--- src/hdl/iso2ep_pkg.sv ---
// iso2ep_pkg: shared types, constants and the microcode store of the timestamp converter
// used by every module under hdl; depends on nothing

package iso2ep_pkg;

    localparam int TS_LEN  = 19;
    localparam int POS_W   = 5;
    localparam int YEAR_W  = 14;
    localparam int FIELD_W = 7;
    localparam int EPOCH_W = 39;
    localparam int STEP_W  = 4;

    // character positions of the fixed layout
    localparam logic [POS_W-1:0] POS_DASH1  = 5'd4;
    localparam logic [POS_W-1:0] POS_DASH2  = 5'd7;
    localparam logic [POS_W-1:0] POS_T      = 5'd10;
    localparam logic [POS_W-1:0] POS_COLON1 = 5'd13;
    localparam logic [POS_W-1:0] POS_COLON2 = 5'd16;
    localparam logic [POS_W-1:0] POS_MONTH  = 5'd5;
    localparam logic [POS_W-1:0] POS_DAY    = 5'd8;
    localparam logic [POS_W-1:0] POS_HOUR   = 5'd11;
    localparam logic [POS_W-1:0] POS_MINUTE = 5'd14;
    localparam logic [POS_W-1:0] POS_END    = 5'd19;

    localparam logic [7:0] CHAR_DASH = 8'h2D;
    localparam logic [7:0] CHAR_T    = 8'h54;
    localparam logic [7:0] CHAR_0    = 8'h30;
    localparam logic [7:0] CHAR_9    = 8'h39;

    localparam logic [16:0] SEC_PER_DAY   = 17'd86400;
    localparam logic [11:0] SEC_PER_HOUR  = 12'd3600;
    localparam logic [5:0]  SEC_PER_MIN   = 6'd60;
    localparam logic [8:0]  DAYS_PER_YEAR = 9'd365;
    // 719468 days from 0000-03-01 to 1970-01-01, plus one for the day-of-month bias
    localparam logic [19:0] EPOCH_OFS     = 20'd719469;
    // floor(y / 100) == (y * 5243) >> 19 for every 14-bit y
    localparam logic [12:0] RECIP_100     = 13'd5243;
    localparam int          RECIP_SHIFT   = 19;

    typedef enum logic [2:0] {
        OP_NOP,
        OP_CLR,
        OP_ADD,
        OP_SUB,
        OP_MUL
    } acc_op_t;

    typedef enum logic [3:0] {
        SRC_Y365,
        SRC_Y4,
        SRC_Q,
        SRC_Q4,
        SRC_DOY,
        SRC_OFS,
        SRC_HOUR,
        SRC_MINUTE,
        SRC_SECOND
    } src_t;

    typedef struct packed {
        acc_op_t op;
        src_t    src;
        logic    ld_y;
        logic    ld_q;
        logic    br_fail;
        logic    last;
    } uop_t;

    typedef struct packed {
        logic [YEAR_W-1:0]  year;
        logic [FIELD_W-1:0] month;
        logic [FIELD_W-1:0] day;
        logic [FIELD_W-1:0] hour;
        logic [FIELD_W-1:0] minute;
        logic [FIELD_W-1:0] second;
        logic               ok;
    } fields_t;

    localparam logic [STEP_W-1:0] STEP_FIRST = 4'd0;
    localparam logic [STEP_W-1:0] STEP_EMIT  = 4'd11;

    // days-from-civil program: one accumulator, one control word per step
    function automatic uop_t ucode(input logic [STEP_W-1:0] step);
        uop_t u;
        u = '{op: OP_NOP, src: SRC_Y365, ld_y: 1'b0, ld_q: 1'b0, br_fail: 1'b0, last: 1'b0};
        unique case (step)
            4'd0:
            begin
                u.op      = OP_CLR;
                u.ld_y    = 1'b1;
                u.br_fail = 1'b1;
            end
            4'd1:
            begin
                u.op   = OP_ADD;
                u.src  = SRC_Y365;
                u.ld_q = 1'b1;
            end
            4'd2:  begin u.op = OP_ADD; u.src = SRC_Y4;     end
            4'd3:  begin u.op = OP_SUB; u.src = SRC_Q;      end
            4'd4:  begin u.op = OP_ADD; u.src = SRC_Q4;     end
            4'd5:  begin u.op = OP_ADD; u.src = SRC_DOY;    end
            4'd6:  begin u.op = OP_SUB; u.src = SRC_OFS;    end
            4'd7:  begin u.op = OP_MUL;                     end
            4'd8:  begin u.op = OP_ADD; u.src = SRC_HOUR;   end
            4'd9:  begin u.op = OP_ADD; u.src = SRC_MINUTE; end
            4'd10: begin u.op = OP_ADD; u.src = SRC_SECOND; end
            default:
            begin
                u.last = 1'b1;
            end
        endcase
        return u;
    endfunction

    // days before the first of each month, counted from March
    function automatic logic [8:0] doy_of(input logic [3:0] mp);
        logic [8:0] d;
        unique case (mp)
            4'd0:    d = 9'd0;
            4'd1:    d = 9'd31;
            4'd2:    d = 9'd61;
            4'd3:    d = 9'd92;
            4'd4:    d = 9'd122;
            4'd5:    d = 9'd153;
            4'd6:    d = 9'd184;
            4'd7:    d = 9'd214;
            4'd8:    d = 9'd245;
            4'd9:    d = 9'd275;
            4'd10:   d = 9'd306;
            4'd11:   d = 9'd337;
            default: d = 9'd0;
        endcase
        return d;
    endfunction

endpackage

--- src/hdl/iso8601_timestamp_to_epoch_unit.sv ---
// Timestamp converter: takes a YYYY-MM-DDTHH:MM:SS text one character per item on the input
// channel, with is_final on the last character, and returns one result per text: Unix seconds
// and valid_res, or zero with valid_res low when the layout, the digits or a range check fails
// or fewer than nineteen characters arrived. Characters past the nineteenth are ignored.
// Characters are taken one per cycle. After the final character the input stalls while a
// twelve-step microcode program runs the days-from-civil arithmetic on a single accumulator
// (two steps for a rejected text); the program also waits on its last step while an earlier
// result sits unclaimed in the output register.
// Built from iso2ep_pkg, iso2ep_parser, iso2ep_seq and iso2ep_alu.

module iso8601_timestamp_to_epoch_unit (
    input  logic                                   clk,
    input  logic                                   rst_n,
    input  logic                                   in_valid,
    output logic                                   in_ready,
    input  logic [7:0]                             text_char,
    input  logic                                   is_final,
    output logic                                   out_valid,
    input  logic                                   out_ready,
    output logic signed [iso2ep_pkg::EPOCH_W-1:0]  epoch_seconds,
    output logic                                   valid_res
);
    import iso2ep_pkg::*;

    fields_t                   fields;
    uop_t                      uop;
    logic                      busy;
    logic                      accept;
    logic                      start;
    logic                      emit_ok;
    logic                      emit;
    logic signed [EPOCH_W-1:0] acc;
    logic                      out_valid_reg, out_valid_next;
    logic signed [EPOCH_W-1:0] epoch_reg;
    logic                      valid_res_reg;

    assign in_ready = !busy;
    assign accept   = in_valid && in_ready;
    assign start    = accept && is_final;
    assign emit_ok  = !out_valid_reg || out_ready;
    assign emit     = busy && uop.last && emit_ok;

    iso2ep_parser u_parser (
        .clk       (clk),
        .rst_n     (rst_n),
        .accept    (accept),
        .text_char (text_char),
        .clear     (emit),
        .fields    (fields)
    );

    iso2ep_seq u_seq (
        .clk     (clk),
        .rst_n   (rst_n),
        .start   (start),
        .cond_ok (fields.ok),
        .emit_ok (emit_ok),
        .uop     (uop),
        .busy    (busy)
    );

    iso2ep_alu u_alu (
        .clk    (clk),
        .en     (busy),
        .uop    (uop),
        .fields (fields),
        .acc    (acc)
    );

    always_comb
    begin
        out_valid_next = out_valid_reg;
        if (emit)
            out_valid_next = 1'b1;
        else if (out_ready)
            out_valid_next = 1'b0;
    end

    always_ff @(posedge clk or negedge rst_n)
    begin
        if (!rst_n)
            out_valid_reg <= 1'b0;
        else
            out_valid_reg <= out_valid_next;
    end

    always_ff @(posedge clk)
    begin
        if (emit)
        begin
            epoch_reg     <= acc;
            valid_res_reg <= fields.ok;
        end
    end

    assign out_valid     = out_valid_reg;
    assign epoch_seconds = epoch_reg;
    assign valid_res     = valid_res_reg;

    a_start_runs: assert property (@(posedge clk) disable iff (!rst_n)
        start |=> busy)
        else $error("final character did not start the program");

    a_emit_loads: assert property (@(posedge clk) disable iff (!rst_n)
        emit |=> out_valid_reg)
        else $error("result lost at the output register");

    a_epoch_range: assert property (@(posedge clk) disable iff (!rst_n)
        out_valid_reg && valid_res_reg |->
            (epoch_reg >= -39'sd62135596800) && (epoch_reg <= 39'sd253402300800))
        else $error("accepted timestamp converted out of range");

    a_reject_zero: assert property (@(posedge clk) disable iff (!rst_n)
        out_valid_reg && !valid_res_reg |-> epoch_reg == '0)
        else $error("rejected text gave a nonzero result");

endmodule

--- src/hdl/iso2ep_parser.sv ---
// iso2ep_parser: character intake, separator and digit checks, field accumulation
// depends on iso2ep_pkg

module iso2ep_parser (
    input  logic                clk,
    input  logic                rst_n,
    input  logic                accept,
    input  logic [7:0]          text_char,
    input  logic                clear,
    output iso2ep_pkg::fields_t fields
);
    import iso2ep_pkg::*;

    logic [POS_W-1:0]   pos_reg, pos_next;
    logic [YEAR_W-1:0]  year_reg, year_next;
    logic [FIELD_W-1:0] month_reg, month_next;
    logic [FIELD_W-1:0] day_reg, day_next;
    logic [FIELD_W-1:0] hour_reg, hour_next;
    logic [FIELD_W-1:0] minute_reg, minute_next;
    logic [FIELD_W-1:0] second_reg, second_next;
    logic               fault_reg, fault_next;
    logic               digit;
    logic [7:0]         digit_off;
    logic [3:0]         d;

    assign digit     = (text_char >= CHAR_0) && (text_char <= CHAR_9);
    assign digit_off = text_char - CHAR_0;
    assign d         = digit_off[3:0];

    always_comb
    begin
        pos_next    = pos_reg;
        year_next   = year_reg;
        month_next  = month_reg;
        day_next    = day_reg;
        hour_next   = hour_reg;
        minute_next = minute_reg;
        second_next = second_reg;
        fault_next  = fault_reg;
        if (clear)
        begin
            pos_next    = '0;
            year_next   = '0;
            month_next  = '0;
            day_next    = '0;
            hour_next   = '0;
            minute_next = '0;
            second_next = '0;
            fault_next  = 1'b0;
        end
        else if (accept && (pos_reg < POS_END))
        begin
            pos_next = pos_reg + 5'd1;
            priority if ((pos_reg == POS_DASH1) || (pos_reg == POS_DASH2))
            begin
                if (text_char != CHAR_DASH)
                    fault_next = 1'b1;
            end
            else if (pos_reg == POS_T)
            begin
                if (text_char != CHAR_T)
                    fault_next = 1'b1;
            end
            else if ((pos_reg == POS_COLON1) || (pos_reg == POS_COLON2))
            begin
                // colons are not checked
            end
            else if (!digit)
            begin
                fault_next = 1'b1;
            end
            else if (pos_reg < POS_MONTH)
            begin
                year_next = (year_reg << 3) + (year_reg << 1) + YEAR_W'(d);
            end
            else if (pos_reg < POS_DAY)
            begin
                month_next = (month_reg << 3) + (month_reg << 1) + FIELD_W'(d);
            end
            else if (pos_reg < POS_HOUR)
            begin
                day_next = (day_reg << 3) + (day_reg << 1) + FIELD_W'(d);
            end
            else if (pos_reg < POS_COLON1)
            begin
                hour_next = (hour_reg << 3) + (hour_reg << 1) + FIELD_W'(d);
            end
            else if (pos_reg < POS_COLON2)
            begin
                minute_next = (minute_reg << 3) + (minute_reg << 1) + FIELD_W'(d);
            end
            else
            begin
                second_next = (second_reg << 3) + (second_reg << 1) + FIELD_W'(d);
            end
        end
    end

    always_ff @(posedge clk or negedge rst_n)
    begin
        if (!rst_n)
        begin
            pos_reg    <= '0;
            year_reg   <= '0;
            month_reg  <= '0;
            day_reg    <= '0;
            hour_reg   <= '0;
            minute_reg <= '0;
            second_reg <= '0;
            fault_reg  <= 1'b0;
        end
        else
        begin
            pos_reg    <= pos_next;
            year_reg   <= year_next;
            month_reg  <= month_next;
            day_reg    <= day_next;
            hour_reg   <= hour_next;
            minute_reg <= minute_next;
            second_reg <= second_next;
            fault_reg  <= fault_next;
        end
    end

    always_comb
    begin
        fields.year   = year_reg;
        fields.month  = month_reg;
        fields.day    = day_reg;
        fields.hour   = hour_reg;
        fields.minute = minute_reg;
        fields.second = second_reg;
        fields.ok     = (pos_reg == POS_END) && !fault_reg && (year_reg != '0) &&
                        (month_reg >= 7'd1) && (month_reg <= 7'd12) &&
                        (day_reg >= 7'd1) && (day_reg <= 7'd31) &&
                        (hour_reg <= 7'd23) && (minute_reg <= 7'd59) &&
                        (second_reg <= 7'd60);
    end

    a_pos_saturates: assert property (@(posedge clk) disable iff (!rst_n)
        pos_reg == POS_END && !clear |=> pos_reg == POS_END)
        else $error("character position left saturation without a clear");

endmodule

--- src/hdl/iso2ep_seq.sv ---
// iso2ep_seq: step counter and microcode fetch with the fail branch
// depends on iso2ep_pkg

module iso2ep_seq (
    input  logic             clk,
    input  logic             rst_n,
    input  logic             start,
    input  logic             cond_ok,
    input  logic             emit_ok,
    output iso2ep_pkg::uop_t uop,
    output logic             busy
);
    import iso2ep_pkg::*;

    logic [STEP_W-1:0] step_reg, step_next;
    logic              busy_reg, busy_next;

    assign uop  = ucode(step_reg);
    assign busy = busy_reg;

    always_comb
    begin
        step_next = step_reg;
        busy_next = busy_reg;
        if (!busy_reg)
        begin
            if (start)
            begin
                busy_next = 1'b1;
                step_next = STEP_FIRST;
            end
        end
        else if (uop.last)
        begin
            // hold on the emit step until the output register is free
            if (emit_ok)
            begin
                busy_next = 1'b0;
                step_next = STEP_FIRST;
            end
        end
        else if (uop.br_fail && !cond_ok)
        begin
            step_next = STEP_EMIT;
        end
        else
        begin
            step_next = step_reg + 4'd1;
        end
    end

    always_ff @(posedge clk or negedge rst_n)
    begin
        if (!rst_n)
        begin
            step_reg <= STEP_FIRST;
            busy_reg <= 1'b0;
        end
        else
        begin
            step_reg <= step_next;
            busy_reg <= busy_next;
        end
    end

    a_step_bound: assert property (@(posedge clk) disable iff (!rst_n)
        busy_reg |-> step_reg <= STEP_EMIT)
        else $error("step counter ran past the program");

    a_no_early_exit: assert property (@(posedge clk) disable iff (!rst_n)
        busy_reg && !uop.last |=> busy_reg)
        else $error("sequencer stopped before the emit step");

endmodule

--- src/hdl/iso2ep_alu.sv ---
// iso2ep_alu: accumulator datapath for the date arithmetic, driven by microcode
// depends on iso2ep_pkg

module iso2ep_alu (
    input  logic                       clk,
    input  logic                       en,
    input  iso2ep_pkg::uop_t           uop,
    input  iso2ep_pkg::fields_t        fields,
    output logic signed [iso2ep_pkg::EPOCH_W-1:0] acc
);
    import iso2ep_pkg::*;

    logic [YEAR_W-1:0]         yp_reg, yp_next;
    logic [7:0]                q_reg, q_next;
    logic signed [EPOCH_W-1:0] acc_reg, acc_next;
    logic signed [EPOCH_W-1:0] opnd;
    logic                      early_month;
    logic [FIELD_W-1:0]        mp_wide;
    logic [22:0]               y365;
    logic [26:0]               qprod;
    logic [18:0]               hour_s;
    logic [12:0]               minute_s;
    logic [9:0]                doy_d;
    logic signed [41:0]        day_mul;

    // january and february count as months of the previous year
    assign early_month = fields.month <= 7'd2;
    assign mp_wide     = early_month ? fields.month + 7'd9 : fields.month - 7'd3;

    assign y365     = yp_reg * DAYS_PER_YEAR;
    assign qprod    = yp_reg * RECIP_100;
    assign hour_s   = fields.hour * SEC_PER_HOUR;
    assign minute_s = fields.minute * SEC_PER_MIN;
    assign doy_d    = 10'(doy_of(mp_wide[3:0])) + 10'(fields.day);
    assign day_mul  = $signed(acc_reg[23:0]) * $signed({1'b0, SEC_PER_DAY});

    always_comb
    begin
        unique case (uop.src)
            SRC_Y365:   opnd = $signed(EPOCH_W'(y365));
            SRC_Y4:     opnd = $signed(EPOCH_W'(yp_reg >> 2));
            SRC_Q:      opnd = $signed(EPOCH_W'(q_reg));
            SRC_Q4:     opnd = $signed(EPOCH_W'(q_reg >> 2));
            SRC_DOY:    opnd = $signed(EPOCH_W'(doy_d));
            SRC_OFS:    opnd = $signed(EPOCH_W'(EPOCH_OFS));
            SRC_HOUR:   opnd = $signed(EPOCH_W'(hour_s));
            SRC_MINUTE: opnd = $signed(EPOCH_W'(minute_s));
            SRC_SECOND: opnd = $signed(EPOCH_W'(fields.second));
            default:    opnd = '0;
        endcase
    end

    always_comb
    begin
        yp_next  = yp_reg;
        q_next   = q_reg;
        acc_next = acc_reg;
        if (en)
        begin
            if (uop.ld_y)
                yp_next = fields.year - YEAR_W'(early_month);
            if (uop.ld_q)
                q_next = qprod[26:RECIP_SHIFT];
            unique case (uop.op)
                OP_NOP:  acc_next = acc_reg;
                OP_CLR:  acc_next = '0;
                OP_ADD:  acc_next = acc_reg + opnd;
                OP_SUB:  acc_next = acc_reg - opnd;
                OP_MUL:  acc_next = day_mul[EPOCH_W-1:0];
                default: acc_next = acc_reg;
            endcase
        end
    end

    always_ff @(posedge clk)
    begin
        yp_reg  <= yp_next;
        q_reg   <= q_next;
        acc_reg <= acc_next;
    end

    assign acc = acc_reg;

endmodule
--- config.mk ---
export PLATFORM = sky130hd
export DESIGN_NAME = iso8601_timestamp_to_epoch_unit
export DESIGN_NICKNAME = d
export VERILOG_FILES = /design/src/hdl/iso2ep_pkg.sv /design/src/hdl/iso8601_timestamp_to_epoch_unit.sv /design/src/hdl/iso2ep_parser.sv /design/src/hdl/iso2ep_seq.sv /design/src/hdl/iso2ep_alu.sv
export SDC_FILE = /design/constraint.sdc
export NUM_CORES = 1
export LEC_CHECK = 0
export BUFFER_PORTS_ARGS = -buffer_cell sky130_fd_sc_hd__clkbuf_2
export CORE_ASPECT_RATIO = 0.5
export CORE_MARGIN = 2
export CORE_UTILIZATION = 30
export DETAILED_ROUTE_END_ITERATION = 8
export PLACE_DENSITY_LB_ADDON = 0.25
export SLEW_MARGIN = 20
export SYNTH_ARGS = -nofsm -noshare
export SYNTH_HDL_FRONTEND = slang
export SYNTH_HIERARCHICAL = 1
export SYNTH_SLANG_ARGS = --single-unit
--- constraint.sdc ---
create_clock -name clk -period 8.25 [get_ports clk]
set_input_delay 1.2375 -clock clk [delete_from_list [all_inputs] [get_ports clk]]
set_output_delay 1.2375 -clock clk [all_outputs]
set_load 0.01 [all_outputs]
# Yosys cells after proc, flatten, opt, wreduce, memory -nomap -nowiden
# Memories as Yosys holds them, arrays and structs flattened.
# Cells that the tools add are included.
# op_classes
add_sub_neg,21
mul,5
n_lt_le_gt_ge,16
n_eq_ne,43
n_mux,85
reduce_logical,50
# op_table
cell,count
$mux W7,49
$pmux W23 S9,1
$pmux W39 S4,1
$mux W14,7
$add A39 B24 Y39,1
$sub A39 B24 Y39,1
$add A7 B4 Y7,5
$add A7 B7 Y7,5
$eq A4 B3 Y1 const B,8
$mul A24 B11 Y32 const B,1
$pmux W4 S8,1
$mul A14 B13 Y27 const B,1
$mux W4,6
$mul A14 B9 Y23 const B,1
$reduce_and A10 Y1,2
$reduce_bool A2 Y1,9
$mux W1,17
$eq A4 B2 Y1 const B,4
$eq A4 B4 Y1 const B,4
$logic_and A1 B1 Y1,16
$ne A2 B2 Y1 const B,8
$lt A5 B4 Y1 const B,3
$mul A7 B8 Y15 const B,1
$add A14 B14 Y14,1
other kinds (47),67
# word_totals
reg_bits,162
romBits,144
inputBits,13
output_inout_bits,42
word_cells,237
memories,1
# memory_table
memory,words,word_bits,rd,rd_clocked_by_memory_dff,write_ports,line_no,source
(name not given),16,9,1,0,0,iso2ep_pkg.sv:119,unique case (mp)

# Longest topological paths before layout
# logic_depth
word_depth,15
mapped_depth,35
ltp_nobuf,32

# Hierarchy
# Netlist, hierarchy kept.
# by_module_without_submodules
mod,n_inst,cells_per_inst,area_per_inst_um2,seq_area_each_um2
iso2ep_alu,1,1959,17598.1,1831.8
iso2ep_parser,1,477,4665.7,1376.3
iso8601_timestamp_to_epoch_unit,1,48,1272.5,1226.2
iso2ep_seq,1,61,485.5,125.1

# Worst setup path before layout
# Ideal clock, no wire load.
# synth_path
kind,reg-to-reg
from,register u_alu.yp_reg[5]
to,register u_alu.acc_reg[38] (netlist: u_alu/acc[38]) (data pin)
setup_ps,271
arrival_time_ps,7136
required_ps,7979
setup_slack_ps,842
stages_incl_launch_ff,31
n_path_buf,0
period_less_slack_ps,7408
path_cell_list,edfxtp_1 > ha_1 > inv_1 > fa_1 > inv_1 > fa_1 > inv_1 > fa_1 > inv_1 > ha_1 > or3_4 > o21bai_4 > a2111oi_4 > nor2_1 > xor2_1 > a221oi_4 > and4_1 > and2_4 > a21oi_1 > xnor2_1 > ha_1 > a21oi_1 > a21oi_1 > a311oi_1 > nor2_1 > o31ai_1 > a21oi_1 > o31ai_1 > xor2_1 > xnor2_1 > o22ai_1
# synth_between
elab_chain_len,4
elab_cells_between_ends,5
cone_classes,2 x add/sub; 1 x mul; 2 x mux
# synth_lines
item,line_no,source
from (decl),iso2ep_alu.sv:13,"logic [YEAR_W-1:0] yp_reg, yp_next;"
from (signal assigned),iso2ep_alu.sv:77,yp_reg <= yp_next;
$mul A14 B9 Y23,iso2ep_alu.sv:30,assign y365 = yp_reg * DAYS_PER_YEAR;
$pmux W23 S9 (*),iso2ep_alu.sv:39,unique case (uop.src)
$sub A39 B24 Y39 / $add A39 B24 Y39 (equally long branches),"iso2ep_alu.sv:68, iso2ep_alu.sv:67",
$pmux W39 S4 (*),iso2ep_alu.sv:64,unique case (uop.op)
to (signal assigned),iso2ep_alu.sv:79,acc_reg <= acc_next;
to (decl),iso2ep_alu.sv:15,"logic signed [EPOCH_W-1:0] acc_reg, acc_next;"
# Every way passes the cells marked *; elsewhere a longest branch is shown, timed or not.
# A chain may end at the register's enable or synchronous reset.

# Final worst setup path
# layout_path
from,register u_alu.yp_reg[6]
to,register u_alu.acc_reg[35] (netlist: u_alu/acc[35]) (data pin)
# The elaborated chain is that of the path after synthesis.

==> impl_metrics.yaml <==
final_layout:
  layout_common_cells: "inv_1 (434), ha_1 (406), fa_1 (197), nor2_1 (139), a21oi_1 (116)"
  final_common_cell: "inv_1"
  syn_to_final_growth_pct: 9.40
  seq_area_sq_mm: 0.00456
  stdcell_area_sq_mm: 0.0263
  antenna_cells: 0
  fin_util: 0.331
  nets: 3214
  fillers: 8216
  multi_input_area_sq_mm: 0.0176
  drive_gt1_frac: 0.0797
clock_tree:
  cts_buffers: 17
  numClockSinks: 162
  root_buffer: "clkbuf_16"
  ctsHoldBuffers: 0
  clock_latency_ns: 0.49
  cts_max_path_buffers: 2
  path_clk_slew_ns: 0.07
  h-tree-depth: 4
  cts_tree: "built"
min_path:
  min_from: "u_alu/acc[36]"
  min_path_cells: 0
  min_path_type: "reg2reg"
  hold_path_end: "epoch_seconds[36]"
setup_path:
  required_ns: 8.46
  crit_path_end_kind: "flop"
  critPathMaxFanout: 5
  startpoint: "u_alu/yp_reg[6]"
  regToRegSetupSlack_ns: 0.47
  critPathArrivalTime_ns: 7.99
  worst_setup_path_start_kind: "flop"
  critPathKind: "reg2reg"
  reg2reg_from: "u_alu/yp_reg[6]"
  crit_top_cell: "inv_1"
  slowest_stage: "fa_1"
  r2r_cells: 28
  max_stage_delay_ns: 0.56
  r2r-end: "u_alu/acc[35]"
logic_synthesis:
  synth-edff-count: 101
  synth_top_area_frac: 0.212
  ys_seq_area_frac: 0.190
  ys.warnings.count: 6
  ys_ff_latch: 162
  syn_area_per_cell_sq_um: 9.44
  yosysTopAreaCell: "ha_1"
  synthesis.area_sq_mm: 0.0240
  syn-num-nets: 3162
  synthTopCellsByArea: "ha_1 (21%), fa_1 (16%), edfxtp_1 (13%)"
  synth.distinct_cells: 115
  syn_inst: 2545
  async_flop_share: 0.377
  synth_ff_type: "edfxtp_1"
sta:
  max_freq_mhz: 128
  min_period_ns: 7.78
  finalHoldViolCount: 0
  fin_crit_sh: 0.944
  slew_viol_final: 0
  finClkSkew_ns: 0.0160
  setup_viol: 0
  relSlewSlack: 0.316
  worstMarginPinSlew_ns: 1.03
placement:
  gp_congestion: 0.884
  placed_cell_area_sq_mm: 0.0256
  dp_hpwl_mm: 50.9
  port_buffers: 54
die:
  die_x_microns: 404
  start_util: 0.303
  die_h_microns: 204
  ioPinCount: 55
  num_rows: 73
  core_sq_mm: 0.0794
  die-area_sq_mm: 0.0825
detailed_routing:
  wl_met2_mm: 29.6
  dr.pass1.iters: 5
  vias_per_cell: 4.92
  drc: 0
  vias: 18000
  dr.first_iter.drc_count: 853
  wl_met1_mm: 30.2
  wl_mm: 62.5
  postRouteAntennaNets: 0
  top_layer: "met4"
  wl_met3_mm: 1.67
  detail_route.wl_per_cell_microns: 17.1
grt:
  grt_usage: 0.156
  grt_max_degree: 72
  antenna_found_initial: 0
  grt_pass1_vias: 18400
  grt_pass1_wl_mm: 101
  overflow: 0
run:
  drv_cap: 0
status:
  status: "finished, final reports clean"
## worst max-delay path: cells and delay by family, from the launching register on
family | cells | cell delay, ns
XOR/XNOR | 3 | 0.39
AO/OA/AOI/OAI | 9 | 2.26
buffers and inverters | 4 | 0.29
adder cells (fa/ha/maj) | 6 | 2.56
flip-flops | 1 | 0.46
AND/OR/NAND/NOR | 6 | 1.52
## what timing repair did
item,CTS,global route
setup endpoints to repair,0,10
gates resized for setup,0,14
setup buffers,0,5
## synth_stat cells (14+ instances only)
master and n:
a211oi_1 30, a21o_1 54, a21oi_1 118, a31oi_1 22
and2_1 14, and3_1 19, buf_2 17, clkbuf_1 27
dfrtp_1 61, edfxtp_1 101, fa_1 197, ha_1 407
inv_1 434, mux2i_1 42, nand2_1 100, nand2b_1 28
nand3_1 40, nand4_1 19, nor2_1 139, nor2b_1 17
nor3_1 47, nor3b_1 23, o21a_1 24, o21ai_0 92
o22ai_1 25, or3_1 22, xnor2_1 87, xor2_1 65
## cell families after synthesis
family,Yosys count,share of synthesized area
muxes,46,0.0198
adders and majority gates,604,0.376
AOI/OAI and AO/OA,536,0.154
and+or+nand+nor,542,0.121
xor gates and xnor gates,153,0.0561
buffers and inverters,502,0.0833
DFF,162,0.190
## routing by layer
metal | track usage | up-vias
li1 | - | 8946
met1 | 0.210 | 8791
met2 | 0.264 | 223
met3 | 0.0210 | 50
met4 | 0.0369 | 0
met5 | 0 | -
## per-stage QoR
| step | setup WS [ns] | TNS, ns | hold slack [ns] | std cells |
|---|---|---|---|---|
| finish | 0.465 | 0 | 0.487 | 3660 |
| detailed placement | 0.316 | 0 | 0.455 | 3623 |
| floorplan | 0.842 | 0 | 0.433 | 2545 |
| global route | -0.00975 | -0.00975 | 0.500 | 3660 |
| global placement | 0.363 | 0 | 0.478 | 3623 |
| CTS | 0.273 | 0 | 0.489 | 3655 |
## how the worst max path moves through the flow
stage | cells past startpoint | to | slack, ns
floorplan | 30 | u_alu/acc[38] | 0.84
global placement | 30 | u_alu/acc[38] | 0.36
detailed placement | 30 | u_alu/acc[38] | 0.32
CTS | 30 | u_alu/acc[38] | 0.27
global route | 30 | u_alu/acc[36] | -0.01
finish | 28 | u_alu/acc[35] | 0.47
## final cells by class
cell class,count,share of cell area
Multi-Input combinational cell,1881,0.669
Clock inverter,13,0.00457
Inverter,437,0.0625
Timing Repair Buffer,98,0.0229
Tap cell,1050,0.0500
Sequential cell,162,0.173
Clock buffer,19,0.0177
Power is not shown: default switching activity piles up to over one toggle a cycle in this logic, so the estimate is an artifact.
